`config.mk`:
```
export PLATFORM = sky130hd
export DESIGN_NAME = rgpt_ctrl
export DESIGN_NICKNAME = d
export VERILOG_FILES = /design/src/hdl/rgpt_pkg.sv /design/src/hdl/rgpt_ctrl.sv
export SDC_FILE = /design/constraint.sdc
export NUM_CORES = 1
export LEC_CHECK = 0
export BUFFER_PORTS_ARGS = -buffer_cell sky130_fd_sc_hd__buf_2
export CORE_AREA = 2 2 39 41
export DETAILED_ROUTE_END_ITERATION = 6
export DIE_AREA = 0 0 41 43
export GPL_TIMING_DRIVEN = 0
export SLEW_MARGIN = 0
export SYNTH_ARGS = -nofsm -noshare
export SYNTH_HDL_FRONTEND = slang
export SYNTH_SLANG_ARGS = --single-unit
```
`constraint.sdc`:
```
create_clock -name clk -period 2 [get_ports clk]
set_clock_uncertainty 0.15 [all_clocks]
set_input_delay 0.2 -clock clk [delete_from_list [all_inputs] [get_ports clk]]
set_output_delay 0.2 -clock clk [all_outputs]
set_load 0.01 [all_outputs]
```
`src/hdl/rgpt_pkg.sv`:
```
// Shared types and constants for the recent goal proximity table.
// Used by rgpt_ctrl, rgpt_datapath and the top level; depends on nothing.
package rgpt_pkg;

  localparam int RADIUS_W    = 23;
  localparam int KEEP_W      = 4;
  localparam int ROBOT_IDX_W = 4;
  localparam int CFG_IDX_W   = 4;
  localparam int CFG_DATA_W  = 23;
  localparam int OUT_DATA_W  = 8;

  localparam logic [CFG_IDX_W-1:0]  CFG_IDX_RADIUS = 4'd0;
  localparam logic [CFG_IDX_W-1:0]  CFG_IDX_KEEP   = 4'd1;
  localparam logic [RADIUS_W-1:0]   RADIUS_RESET   = 23'd256;
  localparam logic [KEEP_W-1:0]     KEEP_RESET     = 4'd5;

  typedef enum logic {
    FUNC_PUSH  = 1'b0,
    FUNC_QUERY = 1'b1
  } func_t;

  typedef enum logic [2:0] {
    ST_IDLE,
    ST_PUSH,
    ST_SCAN,
    ST_DRAIN,
    ST_FINISH
  } state_t;

  // Commands from the controller to the datapath.
  typedef struct packed {
    logic load;       // capture the request and clear the scan
    logic push;       // store the captured goal
    logic scan_step;  // issue one table read
    logic out_load;   // move the result into the output register
  } cmd_t;

  // Status from the datapath to the controller.
  typedef struct packed {
    logic scan_last;
    logic pipe_busy;
    logic out_full;
  } status_t;

endpackage

```
`src/hdl/rgpt_ctrl.sv`:
```
// Controller state machine for the recent goal proximity table.
// Depends on rgpt_pkg; drives the datapath through cmd_t and reads status_t.
module rgpt_ctrl (
  input  logic              clk,
  input  logic              rst_n,
  input  logic              in_tvalid,
  output logic              in_tready,
  input  logic              in_func,
  input  logic              out_tready,
  output rgpt_pkg::cmd_t    cmd,
  input  rgpt_pkg::status_t status
);
  import rgpt_pkg::*;

  state_t state_r, state_nxt;
  logic   accept;

  assign accept = in_tvalid && in_tready;

  always_ff @(posedge clk) begin
    if (!rst_n) begin
      state_r <= ST_IDLE;
    end else begin
      state_r <= state_nxt;
    end
  end

  always_comb begin
    state_nxt = state_r;
    case (state_r)
      ST_IDLE: begin
        if (accept) begin
          state_nxt = (in_func == FUNC_QUERY) ? ST_SCAN : ST_PUSH;
        end
      end
      ST_PUSH: begin
        state_nxt = ST_FINISH;
      end
      ST_SCAN: begin
        if (status.scan_last) begin
          state_nxt = ST_DRAIN;
        end
      end
      ST_DRAIN: begin
        if (!status.pipe_busy) begin
          state_nxt = ST_FINISH;
        end
      end
      ST_FINISH: begin
        if (!status.out_full || out_tready) begin
          state_nxt = ST_IDLE;
        end
      end
      default: begin
        state_nxt = ST_IDLE;
      end
    endcase
  end

  always_comb begin
    in_tready     = 1'b0;
    cmd           = '0;
    case (state_r)
      ST_IDLE: begin
        in_tready = 1'b1;
        cmd.load  = in_tvalid;
      end
      ST_PUSH: begin
        cmd.push = 1'b1;
      end
      ST_SCAN: begin
        cmd.scan_step = 1'b1;
      end
      ST_DRAIN: begin
        cmd = '0;
      end
      ST_FINISH: begin
        cmd.out_load = !status.out_full || out_tready;
      end
      default: begin
        cmd = '0;
      end
    endcase
  end

  // A result may only be taken once every table read has been compared.
  a_load_after_drain: assert property (@(posedge clk) disable iff (!rst_n)
    cmd.out_load |-> !status.pipe_busy)
    else $error("result loaded while compare pipeline still busy");

  // An accepted query starts scanning in the following cycle.
  a_query_scans: assert property (@(posedge clk) disable iff (!rst_n)
    (accept && in_func == FUNC_QUERY) |=> cmd.scan_step)
    else $error("query accepted without starting the scan");

endmodule

```
After elaboration in Yosys (flattened, before gate mapping)
Cells that the tools add are included.
Operators by class
  eq/ne operators: 8
  multiplexer cells: 11
  reduce and logical (&&, ||, !) cells: 5
Operators by type and width (count)
  3-bit case mux with 5 select lines: 1
  3-bit two-way mux: 4
  2-bit != test (second input constant): 4
  3-bit by 2-bit equality test with 1-bit output (second input constant): 2
  1-bit two-way mux: 5
  4-bit AND reduction: 1
  3-bit by 1-bit equality test with 1-bit output (second input constant): 1
  3-bit equality test (second input constant): 1
  3-bit logical NOT: 1
  2-bit two-way mux: 1
  1-bit logical AND: 1
  1-bit logical NOT: 1
  1-bit logical OR: 1
Word-level totals
  flip-flop bits (word level): 3
  bits of input ports: 8
  word-level logic and storage cells: 25

Depth between registers and ports, before layout
Gate-level depths: netlist of run 1.
  depth in word-level cells: 5
  mapped depth: 4
  gate-level depth less buffers: 3

Worst setup path after synthesis of run 1
Ideal clock, no wire load.
  path type: register to output
  from: register state_r[0]
  to: output port cmd[3] (netlist bit)
  arrival: 0.941 ns
  slack: 0.709 ns
  stages on the path, launching flop included: 5
  path buffers: 2
  cells stage by stage: dfxtp_1 > buf_6 > nor3_2 > and2_1 > buf_4
RTL lines
  start, declared: RTL line rgpt_ctrl.sv:15  | state_t state_r, state_nxt;
  start signal, assigned: RTL line rgpt_ctrl.sv:24  | state_r <= state_nxt;
  end, declared: RTL line rgpt_ctrl.sv:10  | output rgpt_pkg::cmd_t cmd,

==> results of run 1 <==
## routing by layer
layer / share of wire (%) / vias to the layer above / wire [um]
met5: 0 / - / 0
li1: - / 117 / -
met3: 8.0 / 2 / 37
met4: 3.0 / 0 / 14
met2: 44 / 10 / 205
met1: 44 / 98 / 204
## layout make-up
| type | instances | share of cell area (%) |
|---|---|---|
| plain buffers | 3 | 8.79 |
| repair buffers | 12 | 17.6 |
| flip-flops and latches | 3 | 17.6 |
| inverters | 1 | 1.10 |
| well taps | 16 | 5.86 |
| clock buffers | 4 | 7.69 |
| multi-input cells | 17 | 41.4 |
## worst max-delay path, delay by kind of cell (launching register included)
family,cells,cell delay (ns)
AND/OR/NAND/NOR,2,0.31
flip-flops,1,0.30
buffers and inverters,3,0.34
## cell usage after synthesis
cell type,number
dfxtp_1,3
nor2b_1,1
nor2_1,1
buf_6,2
nor3_2,1
o311ai_4,1
buf_4,1
nor3b_1,2
nand3_1,2
and2_1,1
o21a_1,1
nor4_2,1
nor2_2,2
inv_2,1
a211oi_2,1
nand2_1,1
a211oi_1,1
a21boi_1,1
## worst max-delay path by stage
stage,end,depth (start not counted)
6_report,cmd[3],5
4_1_cts,cmd[3],5
3_5_place_dp,cmd[3],5
2_1_floorplan,cmd[3],4
5_1_grt,cmd[3],5
3_3_place_gp,cmd[3],5
## placed cells by master, fill, tap and decap left out
master / n
o311ai_4: 1
nor2_1: 1
nor4_2: 1
nor3b_1: 2
dfxtp_1: 3
buf_2: 12
a211oi_1: 1
and2_1: 1
o21a_1: 1
nand2_1: 1
clkbuf_1: 1
a211oi_2: 1
nor3_2: 1
clkbuf_4: 3
a21boi_1: 1
nor2_2: 2
buf_6: 2
inv_2: 1
buf_4: 1
nand3_1: 2
nor2b_1: 1
## kinds of logic after synthesis
logic type             share of synthesized area (%)
buffers and inverters                           14.4
DFF                                             25.5
AOI/OAI and AO/OA                               26.1
and+or+nand+nor                                 34.0
## power by group through the flow
stage | combinational, mW | sequential, mW | clock [mW]
after floorplan | 0.0715 | 0.0714 | 0
after global placement | 0.0982 | 0.0719 | 0
after detailed placement | 0.0984 | 0.0721 | 0
after CTS | 0.0987 | 0.0711 | 0.113
after global routing | 0.107 | 0.0719 | 0.115
final | 0.0977 | 0.0710 | 0.106
==> reports/results.ini, run 1 <==
[global_routing]
grt_usage_pct=7.43
grt_pass1_vias=198
grt_max_degree=11
overflow=0
antenna_found_initial=0
use_met2_pct=7.81
busiest_layer=met4
met3_usage_pct=1.57
grt_pass1_wl_um=793
use_met1_pct=9.00

[route]
drt_pass1_iterations=2
route.detailed.drc=0
finalWirelength_um=463
wl_per_cell_um=8.27
first_iter_violations=3
ant_nets=0
vias_per_cell=4.05
vias=227

[layout]
largest_reg_flops=3
stdcell_area_um2=342
drive_gt1_share_pct=62.5
multiInputGateArea_um2=141
regMostFlops=state_r
nNetsFinal=49
fillers=164
instances_no_fill=56
top_regs=state_r x3
regArea_um2=60.1
syn_to_final_growth_pct=45.2
n_antenna_cell=0
final_core_util_pct=24.7

[timing]
post-route-period-util_pct=76.9
worst_pin_slew_ns=0.267
fin_ws_ns=0.463
max_freq_mhz=650
hold_viol_final=0
final-max-slew-violation-count=0
post-route-min-period_ns=1.54
rsz0062_at_grt=no
setup_viol=0
slew_headroom_pct=82.2
fin_tns_setup_ns=0
hold_ws_ns=0.113

[die]
core_region_area_um2=1380
start_util_pct=17.0
die_w_um=41
io_pins=13
die_y_um=43
num_rows=14
die-area_um2=1760

[setup_path]
ff2ff_path_depth=3
crit_path_top_delay_cell=dfxtp_1
cp-end-kind=primary output
r2r_end=state_r[0]$_SDFFE_PN0P_
rrSetupSlack_ns=0.90
path_class=reg2out
crit_chain=buf_6 -> nor3_2 -> and2_1 -> buf_4 -> buf_2
worstPathMaxFanout=10
critPathLaunchType=flip-flop
critPathMaxStageDelay_ns=0.30
reg2reg_from=state_r[0]$_SDFFE_PN0P_
cp.arrival_ns=1.19
startpoint=state_r[0]$_SDFFE_PN0P_
worstPathRequired_ns=1.65

[power_and_ir_drop]
p_int_uw=191
p_comb_share_pct=35.5
cellLeakagePower_nw=0.141
p_per_area_nw_per_um2=805
p_sw_share_pct=30.6
clkPwrFrac_pct=38.6
p_sw_uw=84.1
irDropWorstVdd_mv=0.251
power_uw=275
pwr-share-seq_pct=25.8

[clock_tree]
cts_tree=built
clk_latency_ns=0.23
cts_buffer_depth=2
postCtsHoldBufs=0
path_clk_slew_ns=0.04
postCtsSetupRepairBufs=0
root_buffer=clkbuf_4
cts.sink_count=3
cts_resized=0
h-tree-depth=1
numCtsBuffers=3

[run]
drv_cap=0

[yosys]
synth_area_per_cell_um2=9.80
ys_top_cells_by_area=dfxtp_1 (26%), o311ai_4 (11%), buf_6 (9.6%)
yosysSeqAreaShare_pct=25.5
synth_cell_types=18
yosysWarnings=0
syn_area_um2=235
netlist.area_leader.share_pct=25.5
syn_nets=32
yosysTopAreaCell=dfxtp_1
ys_ff_latch=3
syn-instance-count=24

[hold_path]
whs_path_depth=2
min_path_type=in2reg
hold_start=rst_n
hold_end=state_r[2]$_SDFFE_PN0P_

[outcome]
status=complete, no violations

[placement]
placed_area_um2=315
portBuffers=12
routabilityCongestion=0.693
dp_worst_setup_slack_ns=0.696
dp.cells=52

(Power assumes the default switching activity.)
==> inputs of run 2 (changes only) <==
==> constraint.sdc (replaced) <==
create_clock -name clk -period 1.28 [get_ports clk]
set_clock_uncertainty 0.15 [all_clocks]
set_input_delay 0.128 -clock clk [delete_from_list [all_inputs] [get_ports clk]]
set_output_delay 0.128 -clock clk [all_outputs]
set_load 0.01 [all_outputs]
==> run 2 against run 1 <==
  * Die area stayed put
  * Largest power group unchanged
  * Setup slack worse by 0.50 ns
  * Routed wire length is 4.1% higher
  * The flow now finishes with violations (negative setup slack)
==> reports/results.ini, run 2 (synthesis results as in run 1) <==
[die]
num_rows=14
die_y_um=43
die-area_um2=1760
io_pins=13
die_w_um=41
start_util_pct=17.0
core_region_area_um2=1380

[setup_path]
critical_path.top_delay_family=flip-flops
worstPathMaxFanout=5
crit_path_top_delay_cell=dfxtp_4
rrSetupSlack_ns=0.09
critPathLaunchType=flip-flop
critPathMaxStageDelay_ns=0.39
cp-end-kind=primary output
ff2ff_path_depth=3
reg2reg_from=state_r[0]$_SDFFE_PN0P_
path_class=reg2out
critPathBufInv=2
cp.arrival_ns=1.04
worstPathRequired_ns=1.00
crit_chain=inv_4 -> nor4_2 -> buf_2
r2r_end=state_r[0]$_SDFFE_PN0P_

[timing]
post-route-min-period_ns=1.32
max_freq_mhz=758
fin_tns_setup_ns=-0.0647
hold_viol_final=0
rsz0062_at_grt=yes
fin_ws_ns=-0.0387
slew_headroom_pct=82.3
setup_viol=3
post-route-period-util_pct=103
final-max-slew-violation-count=0
worst_pin_slew_ns=0.265

[global_routing]
antenna_found_initial=0
grt_pass1_vias=209
grt_usage_pct=7.34
grt_pass1_wl_um=841
grt_max_degree=7
overflow=0

[outcome]
status=finished, violations left
violations=negative setup slack

[layout]
top_regs=state_r x3
layout_common_cells=buf_2 (11), clkbuf_4 (3)
syn_to_final_growth_pct=59.0
fillers=161
regMostFlops=state_r
n_antenna_cell=0
multiInputGateArea_um2=160
final_common_cell=buf_2
drive_gt1_share_pct=77.5
nNetsFinal=49
regArea_um2=68.8
largest_reg_flops=3

[route]
first_iter_violations=3
wl_per_cell_um=8.61
route.detailed.drc=0
ant_nets=0
finalWirelength_um=482
drt_pass1_iterations=2
vias_per_cell=4.09
vias=229

[run]
drv_cap=0

[placement]
routabilityCongestion=0.693
dp_worst_setup_slack_ns=0.0478
portBuffers=12

[power_and_ir_drop]
p_per_area_nw_per_um2=1210
irDropWorstVdd_mv=0.324
cellLeakagePower_nw=0.157

[clock_tree]
cts.sink_count=3
clk_latency_ns=0.23
root_buffer=clkbuf_4
path_clk_slew_ns=0.04
cts_buffer_depth=2
postCtsHoldBufs=0
cts_tree=built
numCtsBuffers=3
h-tree-depth=1

[hold_path]
whs_path_depth=2
hold_end=state_r[2]$_SDFFE_PN0P_
min_path_type=in2reg
hold_start=rst_n

-- run 2: cell type report --
cell class	instances	area share, %
Clock buffer	4	7.02
Inverter	1	1.67
Multi-Input combinational cell	17	42.8
Sequential cell	3	18.4
Tap cell	16	5.35
Timing Repair Buffer	15	24.7
-- run 2: repair_timing --
action,in CTS,in global routing
setup buffers,3,0
setup endpoints to repair,5,6
resized for setup,7,5
pin swaps,3,3
endpoints found under the hold margin,0,0
-- run 2: where the power goes --
group          switching [mW]  total [mW]  leakage [nW]  internal [mW]
combinational          0.0661       0.155         0.115         0.0884
clock                  0.0503       0.167        0.0150          0.117
sequential             0.0242       0.130        0.0264          0.106
-- run 2: routing by layer --
| layer | track usage [%] | part of all wire, % | vias up |
|---|---|---|---|
| li1 | - | - | 116 |
| met1 | 9.35 | 43 | 101 |
| met2 | 9.06 | 46 | 10 |
| met3 | 1.57 | 7.5 | 2 |
| met4 | 8.00 | 3.3 | 0 |
| met5 | 0 | 0 | - |
-- run 2: how the worst max path moves through the flow --
stage / startpoint / end / slack (ns) / cells after the start
2_1_floorplan: state_r[0]$_SDFFE_PN0P_ / cmd[3] / 0.06 / 4
3_3_place_gp: state_r[0]$_SDFFE_PN0P_ / cmd[3] / 0.05 / 5
3_5_place_dp: state_r[0]$_SDFFE_PN0P_ / cmd[3] / 0.05 / 5
4_1_cts: state_r[1]$_SDFFE_PN0P_ / cmd[3] / -0.09 / 4
5_1_grt: state_r[2]$_SDFFE_PN0P_ / cmd[0] / -0.09 / 3
6_report: state_r[2]$_SDFFE_PN0P_ / cmd[0] / -0.04 / 3
-- run 2: metrics by stage --
step	total power, mW	hold WS, ns	std cells	cell area (um2)	utilization (%)
2_1_floorplan	0.223	0.131	24	235	-
3_3_place_gp	0.266	0.277	52	315	22.8
3_5_place_dp	0.266	0.280	52	315	22.8
4_1_cts	0.470	0.0219	58	384	27.8
5_1_grt	0.482	0.0334	56	374	27.0
6_report	0.452	0.0283	56	374	27.0
==> inputs of run 3 (changes only) <==
==> constraint.sdc (replaced) <==
create_clock -name clk -period 1.28 [get_ports clk]
set_clock_uncertainty 0.15 [all_clocks]
set_input_delay 0 -clock clk [delete_from_list [all_inputs] [get_ports clk]]
set_output_delay 0 -clock clk [all_outputs]
set_load 0.01 [all_outputs]
==> run 3 against run 2 <==
  * The flow now finishes without violations
  * Via count is 10% higher
  * First-iteration DRC count stayed put
  * Die area unchanged
  * Sequential share of layout area fell by 3.9 points
  * Routed wire length rose by 6.0%
  * Highest routed layer unchanged
  * Global-route usage grew 0.80 points
  * Largest power group is now combinational logic
  * Cell area is 15% higher
  * Maximum frequency rose by 7.3%
  * Hold slack worse by 0.0070 ns
==> reports/results.ini, run 3 (synthesis results as in run 1) <==
[die]
num_rows=14
core_region_area_um2=1380
die_y_um=43
die_w_um=41
io_pins=13
die-area_um2=1760
start_util_pct=17.0

[setup_path]
critPathMaxStageDelay_ns=0.40
path_class=reg2out
rrSetupSlack_ns=0.10
cp-end-kind=primary output
worstPathRequired_ns=1.13
worstPathMaxFanout=5
crit_path_top_delay_cell=dfxtp_2
crit_chain=inv_2 -> nor4_2 -> buf_2
critPathLaunchType=flip-flop
cp.arrival_ns=1.08

[outcome]
status=complete, no violations

[layout]
top_regs=state_r x3
stdcell_area_um2=430
fillers=157
final_common_cell=buf_2
nNetsFinal=56
multiInputGateArea_um2=158
regArea_um2=62.6
drive_gt1_share_pct=63.8
n_antenna_cell=0
syn_to_final_growth_pct=83.0
regMostFlops=state_r
largest_reg_flops=3
layout_common_cells=buf_2 (11), dlygate4sd3_1 (6), clkbuf_4 (3), buf_4 (3)

[power_and_ir_drop]
p_int_uw=324
cellLeakagePower_nw=0.183
p_sw_share_pct=30.2
pwr-share-seq_pct=25.9
p_comb_share_pct=38.3
irDropWorstVdd_mv=0.308
clkPwrFrac_pct=35.8
p_sw_uw=140
p_per_area_nw_per_um2=1080

[route]
drt_pass1_iterations=4
wl_per_cell_um=8.11
first_iter_violations=3
route.detailed.drc=0
finalWirelength_um=511
ant_nets=0
vias_per_cell=4.02
vias=253

[clock_tree]
root_buffer=clkbuf_4
cts_buffer_depth=2
h-tree-depth=1
cts_tree=built
cts.sink_count=3
clk_latency_ns=0.23
path_clk_slew_ns=0.04
numCtsBuffers=3

[global_routing]
grt_pass1_wl_um=959
grt_max_degree=7
grt_usage_pct=8.14
antenna_found_initial=0
overflow=0
grt_pass1_vias=251

[placement]
placed_area_um2=315
portBuffers=12
routabilityCongestion=0.693

[timing]
worst_pin_slew_ns=0.267
setup_viol=0
final-max-slew-violation-count=0
fin_tns_setup_ns=0
rsz0062_at_grt=no
hold_ws_ns=0.0213
post-route-min-period_ns=1.23
slew_headroom_pct=82.2
hold_viol_final=0
post-route-period-util_pct=96.0
max_freq_mhz=814

[hold_path]
min_path_type=in2reg

[run]
drv_cap=0

-- run 3: cell types whose count changed in the layout (fill, tap and decap cells not counted), sizes merged --
cell,before,now
dlygate4sd3,0,6
buf,15,16
-- run 3: metal layers --
metal	share of wire, %	vias up	GRT usage (%)
met3	5.7	2	1.57
met5	0	-	0
met2	48	10	10.9
met1	43	110	10.0
li1	-	131	-
met4	3.1	0	8.00
-- run 3: repair_timing --
action / 4_1_cts / 5_1_grt
hold buffers: 6 / 0
buffers inserted: 3 / 0
gates resized for setup: 5 / 1
endpoints found under the hold margin: 3 / 0
setup endpoints to repair: 1 / 4
cloned: 0 / 0
pin swaps: 2 / 2
-- run 3: through the flow --
stage | utilization (%) | cells | worst slack [ns] | total power, mW
floorplan | - | 24 | 0.189 | 0.223
global placement | 22.8 | 52 | 0.182 | 0.266
global route | 31.1 | 63 | 0.00287 | 0.497
detailed placement | 22.8 | 52 | 0.176 | 0.266
finish | 31.1 | 63 | 0.0514 | 0.464
CTS | 31.6 | 64 | 0.0304 | 0.482
-- run 3: worst paths after layout --
path                            from                      end  depth (start not counted)
min reg2reg  state_r[2]$_SDFFE_PN0P_  state_r[2]$_SDFFE_PN0P_                          2
min                        status[0]  state_r[2]$_SDFFE_PN0P_                          4
max reg2reg  state_r[0]$_SDFFE_PN0P_  state_r[0]$_SDFFE_PN0P_                          4
max          state_r[2]$_SDFFE_PN0P_                   cmd[0]                          3
-- run 3: worst max-delay path: cells and delay by family, from the launching register on --
| family | cells | cell delay [ns] |
|---|---|---|
| buffers and inverters | 2 | 0.25 |
| AND/OR/NAND/NOR | 1 | 0.20 |
| flip-flops | 1 | 0.40 |
-- run 3: cell type report --
cell class                      count  share of cell area, %
Timing Repair Buffer               21                   34.6
Multi-Input combinational cell     17                   36.6
Clock buffer                        4                   6.10
Inverter                            1                  0.872
Sequential cell                     3                   14.5
Buffer                              1                   2.62
Tap cell                           16                   4.65
-- run 3: power by group through the flow --
stage / combinational (mW) / sequential [mW] / clock [mW]
2_1_floorplan: 0.112 / 0.112 / 0
6_report: 0.178 / 0.120 / 0.166
3_5_place_dp: 0.154 / 0.113 / 0
5_1_grt: 0.195 / 0.122 / 0.180
4_1_cts: 0.192 / 0.114 / 0.176
3_3_place_gp: 0.153 / 0.112 / 0
